<file path="src/rtl/core/sstw_pkg.sv">
// Shared types, command constants and the character-to-segment decoder
// for the two-wire seven-segment digit writer. No dependencies.

package sstw_pkg;

  // Input item opcodes
  localparam logic MODE_TICK  = 1'b0;
  localparam logic MODE_WRITE = 1'b1;

  // Display controller command bytes and segment constants
  localparam logic [7:0] CMD_DATA_FIXED = 8'h44;
  localparam logic [7:0] CMD_ADDR_BASE  = 8'hC0;
  localparam logic [7:0] CMD_CTRL_BASE  = 8'h88;
  localparam logic [7:0] SEG_POINT      = 8'h80;
  localparam logic [7:0] CHAR_BLANK     = 8'h7F;
  localparam logic [7:0] SEG_NONE       = 8'h00;
  localparam logic [2:0] BRIGHT_RESET   = 3'd2;

  localparam logic [7:0] HexGlyph [16] = '{
    8'h3F, 8'h06, 8'h5B, 8'h4F, 8'h66, 8'h6D, 8'h7D, 8'h07,
    8'h7F, 8'h6F, 8'h77, 8'h7C, 8'h39, 8'h5E, 8'h79, 8'h71
  };

  // Transfer elements, one-hot
  typedef enum logic [9:0] {
    ELEM_START_CMD  = 10'b00_0000_0001,
    ELEM_BYTE_CMD   = 10'b00_0000_0010,
    ELEM_STOP_CMD   = 10'b00_0000_0100,
    ELEM_START_ADDR = 10'b00_0000_1000,
    ELEM_BYTE_ADDR  = 10'b00_0001_0000,
    ELEM_BYTE_SEG   = 10'b00_0010_0000,
    ELEM_STOP_ADDR  = 10'b00_0100_0000,
    ELEM_START_CTRL = 10'b00_1000_0000,
    ELEM_BYTE_CTRL  = 10'b01_0000_0000,
    ELEM_STOP_FINAL = 10'b10_0000_0000
  } elem_e;

  // Classified item passed from front to back
  typedef struct packed {
    logic       mode;
    logic       pos_ok;
    logic [1:0] digit_position;
    logic [7:0] segments;
    logic       dio_in;
  } cmd_t;

  // Map a character code to its segment pattern
  function automatic logic [7:0] glyph(input logic [7:0] c);
    logic [7:0] g;
    g = SEG_NONE;
    if (c == CHAR_BLANK) begin
      g = SEG_NONE;
    end else if (c < 8'd16) begin
      g = HexGlyph[c[3:0]];
    end else if (c >= "0" && c <= "9") begin
      g = HexGlyph[4'(c - 8'h30)];
    end else begin
      unique case (c) inside
        "_":      g = 8'h08;
        "^":      g = 8'h01;
        "-":      g = 8'h40;
        "*":      g = 8'h63;
        "A":      g = 8'h77;
        "a":      g = 8'h5F;
        "B", "b": g = 8'h7C;
        "C":      g = 8'h39;
        "c":      g = 8'h58;
        "D", "d": g = 8'h5E;
        "E", "e": g = 8'h79;
        "F", "f": g = 8'h71;
        "G", "g": g = 8'h35;
        "H":      g = 8'h76;
        "h":      g = 8'h74;
        "I":      g = 8'h06;
        "i":      g = 8'h04;
        "J":      g = 8'h1E;
        "j":      g = 8'h16;
        "K", "k": g = 8'h75;
        "L", "l": g = 8'h38;
        "M", "m": g = 8'h37;
        "N", "n": g = 8'h54;
        "O", "o": g = 8'h5C;
        "P", "p": g = 8'h73;
        "Q":      g = 8'h7B;
        "q":      g = 8'h67;
        "R", "r": g = 8'h50;
        "S", "s": g = 8'h6D;
        "T", "t": g = 8'h78;
        "U", "u": g = 8'h1C;
        "V", "v": g = 8'h3E;
        "W":      g = 8'h7E;
        "w":      g = 8'h2A;
        "X", "x": g = 8'h76;
        "Y", "y": g = 8'h6E;
        "Z", "z": g = 8'h1B;
        default:  g = SEG_NONE;
      endcase
    end
    return g;
  endfunction

endpackage

</file>
<file path="src/rtl/core/sstw_in_if.sv">
// Input channel: valid/ready handshake with the digit write / tick payload.
// No dependencies.

interface sstw_in_if;
  logic       valid;
  logic       ready;
  logic       mode;
  logic [1:0] digit_position;
  logic [7:0] char_code;
  logic       point;
  logic       dio_in;

  modport source (output valid, mode, digit_position, char_code, point, dio_in,
                  input ready);
  modport sink   (input valid, mode, digit_position, char_code, point, dio_in,
                  output ready);
endinterface

</file>
<file path="src/rtl/core/sstw_out_if.sv">
// Output channel: valid/ready handshake with pin levels and status flags.
// No dependencies.

interface sstw_out_if;
  logic valid;
  logic ready;
  logic clk_level;
  logic dio_level;
  logic dio_drive;
  logic busy_res;
  logic ack_missing;
  logic done_res;
  logic request_refused;

  modport source (output valid, clk_level, dio_level, dio_drive, busy_res,
                  ack_missing, done_res, request_refused,
                  input ready);
  modport sink   (input valid, clk_level, dio_level, dio_drive, busy_res,
                  ack_missing, done_res, request_refused,
                  output ready);
endinterface

</file>
<file path="src/rtl/core/sstw_front.sv">
// Front end: accepts input transactions, encodes the character and checks
// the digit position. Depends on sstw_pkg and sstw_in_if.

module sstw_front #(
  parameter int DIGIT_COUNT = 4
) (
  sstw_in_if.sink        in_i,
  input  logic           q_ready_i,
  output logic           q_push_o,
  output sstw_pkg::cmd_t q_data_o
);

  localparam logic [2:0] DigitLimit = 3'(DIGIT_COUNT);

  // Take a transaction whenever the queue has room
  assign in_i.ready = q_ready_i;
  assign q_push_o   = in_i.valid & q_ready_i;

  // Classify and encode
  always_comb begin
    q_data_o.mode           = in_i.mode;
    q_data_o.pos_ok         = ({1'b0, in_i.digit_position} < DigitLimit);
    q_data_o.digit_position = in_i.digit_position;
    q_data_o.segments       = sstw_pkg::glyph(in_i.char_code)
                              | (in_i.point ? sstw_pkg::SEG_POINT : sstw_pkg::SEG_NONE);
    q_data_o.dio_in         = in_i.dio_in;
  end

endmodule

</file>
<file path="src/rtl/core/sstw_queue.sv">
// Two-entry queue of classified transactions between front and back.
// Depends on sstw_pkg.

module sstw_queue (
  input  logic           clk_i,
  input  logic           rst_ni,
  input  logic           push_i,
  input  sstw_pkg::cmd_t data_i,
  output logic           ready_o,
  input  logic           pop_i,
  output logic           valid_o,
  output sstw_pkg::cmd_t data_o
);

  sstw_pkg::cmd_t slot_q [2];
  logic       wr_ptr_q, wr_ptr_d;
  logic       rd_ptr_q, rd_ptr_d;
  logic [1:0] count_q, count_d;

  assign ready_o = (count_q != 2'd2);
  assign valid_o = (count_q != 2'd0);
  assign data_o  = slot_q[rd_ptr_q];

  // Advance pointers and occupancy
  always_comb begin
    wr_ptr_d = push_i ? ~wr_ptr_q : wr_ptr_q;
    rd_ptr_d = pop_i  ? ~rd_ptr_q : rd_ptr_q;
    count_d  = count_q;
    if (push_i && !pop_i) begin
      count_d = count_q + 2'd1;
    end else if (pop_i && !push_i) begin
      count_d = count_q - 2'd1;
    end
  end

  always_ff @(posedge clk_i or negedge rst_ni) begin
    if (!rst_ni) begin
      wr_ptr_q <= 1'b0;
      rd_ptr_q <= 1'b0;
      count_q  <= 2'd0;
    end else begin
      wr_ptr_q <= wr_ptr_d;
      rd_ptr_q <= rd_ptr_d;
      count_q  <= count_d;
    end
  end

  // Store entries
  always_ff @(posedge clk_i) begin
    if (push_i) begin
      slot_q[wr_ptr_q] <= data_i;
    end
  end

endmodule

</file>
<file path="src/rtl/core/sstw_back.sv">
// Back end: pin-phase sequencer for the three framed transfers and the
// registered result stage. Depends on sstw_pkg and sstw_out_if.

module sstw_back (
  input  logic           clk_i,
  input  logic           rst_ni,
  input  logic [2:0]     brightness_i,
  input  logic           q_valid_i,
  input  sstw_pkg::cmd_t q_data_i,
  output logic           q_pop_o,
  sstw_out_if.source     out_o
);

  sstw_pkg::elem_e elem_q, elem_d, elem_nxt;
  logic [2:0] sub_q, sub_d;
  logic [2:0] bit_q, bit_d, bit_inc;
  logic [7:0] shift_q, shift_d;
  logic [7:0] seg_q, seg_d;
  logic [1:0] addr_q, addr_d;
  logic       busy_q, busy_d;
  logic       clk_q, clk_d;
  logic       dio_q, dio_d;
  logic       en_q, en_d;
  logic       load_next;
  logic       ack_miss, done, refused;

  logic       out_valid_q;
  logic       ack_q, done_q, refused_q;

  // Pop when the result register is free or being taken
  assign q_pop_o = q_valid_i & (~out_valid_q | out_o.ready);
  assign bit_inc = bit_q + 3'd1;

  // Element order
  always_comb begin
    unique case (elem_q)
      sstw_pkg::ELEM_START_CMD:  elem_nxt = sstw_pkg::ELEM_BYTE_CMD;
      sstw_pkg::ELEM_BYTE_CMD:   elem_nxt = sstw_pkg::ELEM_STOP_CMD;
      sstw_pkg::ELEM_STOP_CMD:   elem_nxt = sstw_pkg::ELEM_START_ADDR;
      sstw_pkg::ELEM_START_ADDR: elem_nxt = sstw_pkg::ELEM_BYTE_ADDR;
      sstw_pkg::ELEM_BYTE_ADDR:  elem_nxt = sstw_pkg::ELEM_BYTE_SEG;
      sstw_pkg::ELEM_BYTE_SEG:   elem_nxt = sstw_pkg::ELEM_STOP_ADDR;
      sstw_pkg::ELEM_STOP_ADDR:  elem_nxt = sstw_pkg::ELEM_START_CTRL;
      sstw_pkg::ELEM_START_CTRL: elem_nxt = sstw_pkg::ELEM_BYTE_CTRL;
      sstw_pkg::ELEM_BYTE_CTRL:  elem_nxt = sstw_pkg::ELEM_STOP_FINAL;
      default:                   elem_nxt = sstw_pkg::ELEM_START_CMD;
    endcase
  end

  // Step the sequencer for one transaction
  always_comb begin
    elem_d    = elem_q;
    sub_d     = sub_q;
    bit_d     = bit_q;
    shift_d   = shift_q;
    seg_d     = seg_q;
    addr_d    = addr_q;
    busy_d    = busy_q;
    clk_d     = clk_q;
    dio_d     = dio_q;
    en_d      = en_q;
    load_next = 1'b0;
    ack_miss  = 1'b0;
    done      = 1'b0;
    refused   = 1'b0;

    if (q_pop_o) begin
      if (q_data_i.mode == sstw_pkg::MODE_WRITE) begin
        if (busy_q || !q_data_i.pos_ok) begin
          refused = 1'b1;
        end else begin
          addr_d = q_data_i.digit_position;
          seg_d  = q_data_i.segments;
          busy_d = 1'b1;
          elem_d = sstw_pkg::ELEM_START_CMD;
          sub_d  = 3'd0;
          bit_d  = 3'd0;
        end
      end else if (busy_q) begin
        unique case (elem_q) inside
          sstw_pkg::ELEM_START_CMD, sstw_pkg::ELEM_START_ADDR,
          sstw_pkg::ELEM_START_CTRL: begin
            if (sub_q == 3'd0) begin
              clk_d = 1'b1;
              dio_d = 1'b1;
              en_d  = 1'b1;
              sub_d = sub_q + 3'd1;
            end else if (sub_q == 3'd1) begin
              dio_d = 1'b0;
              en_d  = 1'b1;
              sub_d = sub_q + 3'd1;
            end else begin
              clk_d     = 1'b0;
              load_next = 1'b1;
            end
          end
          sstw_pkg::ELEM_STOP_CMD, sstw_pkg::ELEM_STOP_ADDR,
          sstw_pkg::ELEM_STOP_FINAL: begin
            if (sub_q == 3'd0) begin
              clk_d = 1'b0;
              sub_d = sub_q + 3'd1;
            end else if (sub_q == 3'd1) begin
              dio_d = 1'b0;
              en_d  = 1'b1;
              sub_d = sub_q + 3'd1;
            end else if (sub_q == 3'd2) begin
              clk_d = 1'b1;
              sub_d = sub_q + 3'd1;
            end else begin
              dio_d = 1'b1;
              en_d  = 1'b1;
              if (elem_q == sstw_pkg::ELEM_STOP_FINAL) begin
                // Final stop: drop back to idle
                done   = 1'b1;
                elem_d = sstw_pkg::ELEM_START_CMD;
                sub_d  = 3'd0;
                bit_d  = 3'd0;
                busy_d = 1'b0;
                clk_d  = 1'b1;
              end else begin
                load_next = 1'b1;
              end
            end
          end
          sstw_pkg::ELEM_BYTE_CMD, sstw_pkg::ELEM_BYTE_ADDR,
          sstw_pkg::ELEM_BYTE_SEG, sstw_pkg::ELEM_BYTE_CTRL: begin
            if (sub_q == 3'd0) begin
              clk_d = 1'b0;
              en_d  = 1'b1;
              dio_d = shift_q[0];
              sub_d = sub_q + 3'd1;
            end else if (sub_q == 3'd1) begin
              // Clock the bit out, repeat until all eight are sent
              clk_d   = 1'b1;
              shift_d = {1'b0, shift_q[7:1]};
              bit_d   = bit_inc;
              sub_d   = (bit_inc == 3'd0) ? 3'd2 : 3'd0;
            end else if (sub_q == 3'd2) begin
              clk_d = 1'b0;
              dio_d = 1'b1;
              en_d  = 1'b1;
              sub_d = sub_q + 3'd1;
            end else if (sub_q == 3'd3) begin
              clk_d = 1'b1;
              en_d  = 1'b0;
              sub_d = sub_q + 3'd1;
            end else begin
              // Sample the acknowledge and drive it back
              ack_miss  = q_data_i.dio_in;
              dio_d     = q_data_i.dio_in;
              en_d      = 1'b1;
              load_next = 1'b1;
            end
          end
          default: begin
            elem_d = sstw_pkg::ELEM_START_CMD;
            sub_d  = 3'd0;
            bit_d  = 3'd0;
            busy_d = 1'b0;
            clk_d  = 1'b1;
            dio_d  = 1'b1;
            en_d   = 1'b1;
          end
        endcase
      end
    end

    // Enter the next element and preload its byte
    if (load_next) begin
      elem_d = elem_nxt;
      sub_d  = 3'd0;
      bit_d  = 3'd0;
      unique case (elem_nxt)
        sstw_pkg::ELEM_BYTE_CMD:  shift_d = sstw_pkg::CMD_DATA_FIXED;
        sstw_pkg::ELEM_BYTE_ADDR: shift_d = sstw_pkg::CMD_ADDR_BASE | {6'd0, addr_q};
        sstw_pkg::ELEM_BYTE_SEG:  shift_d = seg_q;
        sstw_pkg::ELEM_BYTE_CTRL: shift_d = sstw_pkg::CMD_CTRL_BASE + {5'd0, brightness_i};
        default:                  shift_d = shift_q;
      endcase
    end
  end

  always_ff @(posedge clk_i or negedge rst_ni) begin
    if (!rst_ni) begin
      elem_q  <= sstw_pkg::ELEM_START_CMD;
      sub_q   <= 3'd0;
      bit_q   <= 3'd0;
      shift_q <= 8'd0;
      seg_q   <= 8'd0;
      addr_q  <= 2'd0;
      busy_q  <= 1'b0;
      clk_q   <= 1'b1;
      dio_q   <= 1'b1;
      en_q    <= 1'b1;
    end else begin
      elem_q  <= elem_d;
      sub_q   <= sub_d;
      bit_q   <= bit_d;
      shift_q <= shift_d;
      seg_q   <= seg_d;
      addr_q  <= addr_d;
      busy_q  <= busy_d;
      clk_q   <= clk_d;
      dio_q   <= dio_d;
      en_q    <= en_d;
    end
  end

  // Result register: hold until taken
  always_ff @(posedge clk_i or negedge rst_ni) begin
    if (!rst_ni) begin
      out_valid_q <= 1'b0;
    end else if (q_pop_o) begin
      out_valid_q <= 1'b1;
    end else if (out_o.ready) begin
      out_valid_q <= 1'b0;
    end
  end

  always_ff @(posedge clk_i) begin
    if (q_pop_o) begin
      ack_q     <= ack_miss;
      done_q    <= done;
      refused_q <= refused;
    end
  end

  // Pin levels and busy follow the state registers directly
  assign out_o.valid           = out_valid_q;
  assign out_o.clk_level       = clk_q;
  assign out_o.dio_level       = dio_q;
  assign out_o.dio_drive       = en_q;
  assign out_o.busy_res        = busy_q;
  assign out_o.ack_missing     = ack_q;
  assign out_o.done_res        = done_q;
  assign out_o.request_refused = refused_q;

endmodule

</file>
<file path="src/rtl/core/seven_segment_two_wire_digit_writer.sv">
// An accepted transaction passes through the two-entry queue and then the registered result stage.
// Throughput: one transaction per cycle while the result register is free or being taken;
// the two-entry queue lets input and output stall independently.
// Reset (async, active low): idle, lines high and driven, brightness 2,
// queue and result register empty.
// Depends on sstw_pkg, sstw_in_if, sstw_out_if, sstw_front, sstw_queue, sstw_back.

module seven_segment_two_wire_digit_writer #(
  parameter int DIGIT_COUNT = 4
) (
  input  logic       clk_i,
  input  logic       rst_ni,
  input  logic       cfg_we_i,
  input  logic [2:0] cfg_wdata_i,
  sstw_in_if.sink    in_i,
  sstw_out_if.source out_o
);

  logic [2:0]     bright_q;
  logic           q_push, q_ready, q_pop, q_valid;
  sstw_pkg::cmd_t q_wdata, q_rdata;

  // Brightness register
  always_ff @(posedge clk_i or negedge rst_ni) begin
    if (!rst_ni) begin
      bright_q <= sstw_pkg::BRIGHT_RESET;
    end else if (cfg_we_i) begin
      bright_q <= cfg_wdata_i;
    end
  end

  sstw_front #(
    .DIGIT_COUNT(DIGIT_COUNT)
  ) u_front (
    .in_i      (in_i),
    .q_ready_i (q_ready),
    .q_push_o  (q_push),
    .q_data_o  (q_wdata)
  );

  sstw_queue u_queue (
    .clk_i   (clk_i),
    .rst_ni  (rst_ni),
    .push_i  (q_push),
    .data_i  (q_wdata),
    .ready_o (q_ready),
    .pop_i   (q_pop),
    .valid_o (q_valid),
    .data_o  (q_rdata)
  );

  sstw_back u_back (
    .clk_i        (clk_i),
    .rst_ni       (rst_ni),
    .brightness_i (bright_q),
    .q_valid_i    (q_valid),
    .q_data_i     (q_rdata),
    .q_pop_o      (q_pop),
    .out_o        (out_o)
  );

endmodule

</file>
<file path="src/flat_wrapper.sv">
// flat-port wrapper written by rule: the top's interface ports become plain ports
module seven_segment_two_wire_digit_writer_flat 
#(
  parameter int DIGIT_COUNT = 4
)
  (clk_i, rst_ni, cfg_we_i, cfg_wdata_i, in_i_valid, in_i_mode, in_i_digit_position, in_i_char_code, in_i_point, in_i_dio_in, in_i_ready, out_o_valid, out_o_clk_level, out_o_dio_level, out_o_dio_drive, out_o_busy_res, out_o_ack_missing, out_o_done_res, out_o_request_refused, out_o_ready);
  sstw_in_if in_i_i ();
  sstw_out_if out_o_i ();
  input  logic clk_i;
  input  logic rst_ni;
  input  logic cfg_we_i;
  input  logic [2:0] cfg_wdata_i;
  input wire logic [$bits(in_i_i.valid)-1:0] in_i_valid;
  input wire logic [$bits(in_i_i.mode)-1:0] in_i_mode;
  input wire logic [$bits(in_i_i.digit_position)-1:0] in_i_digit_position;
  input wire logic [$bits(in_i_i.char_code)-1:0] in_i_char_code;
  input wire logic [$bits(in_i_i.point)-1:0] in_i_point;
  input wire logic [$bits(in_i_i.dio_in)-1:0] in_i_dio_in;
  output wire logic [$bits(in_i_i.ready)-1:0] in_i_ready;
  output wire logic [$bits(out_o_i.valid)-1:0] out_o_valid;
  output wire logic [$bits(out_o_i.clk_level)-1:0] out_o_clk_level;
  output wire logic [$bits(out_o_i.dio_level)-1:0] out_o_dio_level;
  output wire logic [$bits(out_o_i.dio_drive)-1:0] out_o_dio_drive;
  output wire logic [$bits(out_o_i.busy_res)-1:0] out_o_busy_res;
  output wire logic [$bits(out_o_i.ack_missing)-1:0] out_o_ack_missing;
  output wire logic [$bits(out_o_i.done_res)-1:0] out_o_done_res;
  output wire logic [$bits(out_o_i.request_refused)-1:0] out_o_request_refused;
  input wire logic [$bits(out_o_i.ready)-1:0] out_o_ready;
  assign in_i_i.valid = in_i_valid;
  assign in_i_i.mode = in_i_mode;
  assign in_i_i.digit_position = in_i_digit_position;
  assign in_i_i.char_code = in_i_char_code;
  assign in_i_i.point = in_i_point;
  assign in_i_i.dio_in = in_i_dio_in;
  assign in_i_ready = in_i_i.ready;
  assign out_o_valid = out_o_i.valid;
  assign out_o_clk_level = out_o_i.clk_level;
  assign out_o_dio_level = out_o_i.dio_level;
  assign out_o_dio_drive = out_o_i.dio_drive;
  assign out_o_busy_res = out_o_i.busy_res;
  assign out_o_ack_missing = out_o_i.ack_missing;
  assign out_o_done_res = out_o_i.done_res;
  assign out_o_request_refused = out_o_i.request_refused;
  assign out_o_i.ready = out_o_ready;
  seven_segment_two_wire_digit_writer #(.DIGIT_COUNT(DIGIT_COUNT)) u_core (.clk_i(clk_i), .rst_ni(rst_ni), .cfg_we_i(cfg_we_i), .cfg_wdata_i(cfg_wdata_i), .in_i(in_i_i), .out_o(out_o_i));
endmodule
</file>
<file path="config.mk">
export PLATFORM = sky130hd
export DESIGN_NAME = seven_segment_two_wire_digit_writer_flat
export DESIGN_NICKNAME = d
export VERILOG_FILES = /design/src/rtl/core/sstw_pkg.sv /design/src/rtl/core/sstw_in_if.sv /design/src/rtl/core/sstw_out_if.sv /design/src/rtl/core/sstw_front.sv /design/src/rtl/core/sstw_queue.sv /design/src/rtl/core/sstw_back.sv /design/src/rtl/core/seven_segment_two_wire_digit_writer.sv /design/src/flat_wrapper.sv
export SDC_FILE = /design/constraint.sdc
export NUM_CORES = 1
export LEC_CHECK = 0
export BUFFER_PORTS_ARGS = -buffer_cell sky130_fd_sc_hd__buf_2
export CORE_ASPECT_RATIO = 1.75
export CORE_MARGIN = 4
export CORE_UTILIZATION = 61
export CTS_CLUSTER_SIZE = 10
export DETAILED_ROUTE_END_ITERATION = 10
export PLACE_DENSITY = 0.83
export REMOVE_ABC_BUFFERS = 1
export SETUP_SLACK_MARGIN = 0.3
export SKIP_CTS_REPAIR_TIMING = 1
export SYNTH_ARGS = -nofsm -noshare
export SYNTH_HDL_FRONTEND = slang
export SYNTH_HIERARCHICAL = 1
export SYNTH_SLANG_ARGS = --single-unit
</file>
<file path="constraint.sdc">
create_clock -name clk_i -period 3.2 [get_ports clk_i]
set_input_delay 0.64 -clock clk_i [delete_from_list [all_inputs] [get_ports clk_i]]
set_output_delay 0.64 -clock clk_i [all_outputs]
set_load 0.05 [all_outputs]
</file>
==> impl_metrics.csv <==
group,metric,value,unit
status,outcome,"finished, final reports clean",
timing,worst_pin_slew,1.01,ns
logic_synthesis,yosys.area.top_type_share,21.4,%
timing,max_slew_margin,32.9,%
routing,vias,3925,
placement,numPortBuffers,29,
logic_synthesis,ys_warn_count,6,
logic_synthesis,syn_area,4790,um2
worst_setup_path,worst_r2r_endpoint,"u_core/u_back/elem_q[2]",
cells_and_area,fin_area,5150,um2
floorplan,initial_core_util,62.9,%
clock_network,clk_latency,0.33,ns
power_and_ir_drop,p_sw,1440,uW
power_and_ir_drop,leakage,0.00211,uW
logic_synthesis,netlist-cell-type-count,81,
routing,wire_per_inst,20.7,um
clock_network,numCtsBuffers,9,
worst_setup_path,crit_fanout,10,
worst_setup_path,r2r_slack,0.55,ns
floorplan,io_pins,30,
timing,setup_viol,0,
cells_and_area,final_layout_size_suffix_gt1_share,22.1,%
floorplan,core-area,7620,um2
logic_synthesis,synth_ff_type,"dfrtp_1",
clock_network,ctsHtreeMaxLevel,3,
timing,finalSetupTns,0,ns
logic_synthesis,synth_top_family_by_area,"compound AO/OA/AOI/OAI gates",
logic_synthesis,synth_simple_gate_area_share,17.2,%
power_and_ir_drop,switching_share,36.8,%
routing,ant_nets,0,
cells_and_area,finalNetCount,520,
floorplan,die_h,125,um
timing,worst_slack,0.547,ns
worst_setup_path,worstPathRequired,3.47,ns
global_route,grt_max_degree,47,
logic_synthesis,synthCells,472,
worst_setup_path,start_kind,"flop",
cells_and_area,area_delta_synth_final,7.60,%
clock_network,cts_tree,"built",
timing,min_period,2.65,ns
logic_synthesis,synthAdderAreaFrac,4.18,%
clock_network,cts.clk_slew.worst_paths,0.06,ns
floorplan,dieArea,9390,um2
worst_setup_path,reg2regPathDepth,8,
power_and_ir_drop,seq_power_share,37.4,%
clock_network,clock_path_buffers,2,
placement,place_area,4870,um2
placement,hpwlAfterDp,8690,um
logic_synthesis,synth-xor-area-share,1.65,%
power_and_ir_drop,power_frac_comb,37.6,%
routing,wirelength,12000,um
worst_setup_path,worstSetupEndpointType,"flop",
clock_network,cts_sinks,75,
logic_synthesis,ys_seq_area_share,42.3,%
global_route,antenna_found_initial,0,
logic_synthesis,synth_area_leaders,"dfrtp_1 21%, edfxtp_1 18%, mux2_2 7.1%",
global_route,grt.overflow.total,0,
logic_synthesis,synth-edff-count,29,
timing,max_freq,377,MHz
cells_and_area,antenna_cells,0,
logic_synthesis,muxShareOfSynthArea,8.15,%
routing,viasPerCell,6.81,
flow_run,drv_cap,0,
logic_synthesis,synth-compound-area-share,19.4,%
timing,slew_violations,0,
power_and_ir_drop,pwr-share-clk,25.0,%
power_and_ir_drop,powerDensity,757,nW/um2
timing,whs,0.478,ns
placement,pre_cts_slack,0.528,ns
logic_synthesis,ys_ff_latch,75,
timing,hold_violations,0,
global_route,track_usage,26.5,%
timing,fin_crit_sh,82.9,%
logic_synthesis,ys_async_sr_fraction,61.3,%
worst_setup_path,reg2reg_from,"u_core/u_back/elem_q[8]",
routing,drt_iter0_drc,286,
worst_setup_path,path_class,"flop to flop",
logic_synthesis,syn_area_per_cell,10.1,um2
timing,grt_setup_unrepaired,"false",
placement,gp_congestion,1.09,
power_and_ir_drop,ir_drop,335,uV
min_path,worst_hold_path_type,"input port to async pin",
timing,finClkSkew,0.00653,ns
power_and_ir_drop,p_int,2460,uW
floorplan,num_rows,42,
routing,dr.pass1.iters,6,
routing,drc,0,
global_route,grt_pass1_vias,3833,
clock_network,cts_root_buf,"clkbuf_16",
logic_synthesis,yosys.area.top_type,"dfrtp_1",
worst_setup_path,worstPathArrival,2.93,ns
floorplan,dieWidth,75.0,um
global_route,grt_pass1_wl,18800,um
state kept, by name, indices dropped and copies added (netlist names):
signal / cells
u_core/bright_q: 3
u_core/u_back/addr_q: 2
u_core/u_back/bit_q: 3
u_core/u_back/elem_q: 10
u_core/u_back/out_o.ack_missing: 1
u_core/u_back/out_o.busy_res: 1
u_core/u_back/out_o.clk_level: 1
u_core/u_back/out_o.dio_drive: 1
u_core/u_back/out_o.dio_level: 1
u_core/u_back/out_o.done_res: 1
u_core/u_back/out_o.request_refused: 1
u_core/u_back/out_o.valid: 1
u_core/u_back/seg_q: 8
u_core/u_back/shift_q: 8
u_core/u_back/sub_q: 3
u_core/u_queue/count_q: 2
u_core/u_queue/rd_ptr_q: 1
u_core/u_queue/slot_q: 26
u_core/u_queue/wr_ptr_q: 1
critical path, cell delays in order (launching register included):
cell and delay, ns:
dfrtp_1 0.53, nor4_1 0.11, buf_4 0.16, and4b_1 0.26, o22ai_1 0.31, a31o_1 0.48
o21ai_2 0.11, a21boi_2 0.41, a2bb2o_1 0.22
power by group through the flow:
stage | registers (uW) | clock network, uW | logic (uW)
floorplan | 1610 | 0 | 910
global placement | 1460 | 0 | 1420
detailed placement | 1470 | 0 | 1450
CTS | 1460 | 989 | 1460
global route | 1480 | 1020 | 1580
finish | 1460 | 975 | 1470
cells by family after synthesis:
group / after synthesis
simple gates: 146
compound gates: 132
flops: 75
buf+inv: 59
mux: 34
fa+ha+maj: 16
xor+xnor: 9
other cells: 1
final cells by class:
cell class,count,area (um2)
inverter,18,70.1
timing repair buffer,41,235
clock buffer,11,233
tap,88,110
sequential,75,2030
multi-input combinational,338,2420
clock inverter,5,53.8
fill,600,2470
cells in the mapped netlist, types with 2 or more instances:
master     instances
mux2i_1            3
or4_1              2
o22ai_1            5
clkbuf_2           3
a22o_1             5
nor4_1             6
nand2_1           29
nand3b_1           2
dfstp_2            5
buf_2             13
o21ai_0           24
a21oi_1           21
nand2b_1           9
nor3_1            16
a32oi_1            2
nor2_1            30
buf_6              7
nand4_1            9
o2bb2ai_1          7
a31oi_1           12
or2_2              3
clkbuf_1           6
and4b_1            6
o2111ai_1          4
and2_1             3
nor2b_1            6
a21boi_0           3
a22oi_1            3
nand4b_1           3
a221o_1            3
o211ai_1           6
a211oi_1           3
inv_1             16
o21ai_1            7
mux2_2            30
and3_1             4
dfrtp_1           41
xor2_1             8
o32ai_1            4
nand3_1            8
edfxtp_1          29
ha_1              16
buf_4             11
o31a_1             2
through the flow:
step	std cells	utilization, %	power (uW)
6_report	576	67.6	3900
5_1_grt	576	67.6	4090
4_1_cts	576	67.6	3910
3_5_place_dp	560	63.9	2920
3_3_place_gp	560	63.9	2880
2_1_floorplan	431	-	2520
worst max-delay path by stage:
stage	from	endpoint	slack, ns	cells past startpoint
6_report	u_core/u_back/elem_q[8]	u_core/u_back/elem_q[2]	0.55	8
5_1_grt	u_core/u_back/elem_q[8]	u_core/u_back/elem_q[2]	0.43	8
4_1_cts	u_core/u_back/elem_q[8]	u_core/u_back/elem_q[2]	0.59	8
3_5_place_dp	in_i_char_code[0]	u_core/u_queue/slot_q[0][4]	0.53	8
3_3_place_gp	in_i_char_code[0]	u_core/u_queue/slot_q[0][4]	0.57	6
2_1_floorplan	u_core/u_queue/rd_ptr_q	u_core/u_back/sub_q[0]	0.64	6
placed cells by master, fill, tap and decap left out, types with 7 or more instances in the layout:
master / count
nand4_1: 9
nor2_1: 30
nor3_1: 16
edfxtp_1: 29
o2bb2ai_1: 7
nand3_1: 8
dfrtp_1: 41
mux2_2: 30
buf_2: 29
a31oi_1: 12
inv_1: 16
xor2_1: 8
clkbuf_16: 9
o21ai_1: 7
a21oi_1: 21
nand2_1: 29
ha_1: 16
nand2b_1: 9
buf_4: 12
o21ai_0: 24
routing by layer:
layer | global-route usage [%] | part of all wire [%] | vias up
met5 | 0 | 0 | -
met3 | 2.49 | 4.0 | 60
met4 | 17.9 | 6.3 | 0
met1 | 25.7 | 34 | 1889
li1 | - | - | 1798
met2 | 49.3 | 56 | 178
No activity file was read; power rests on OpenSTA's default activity.
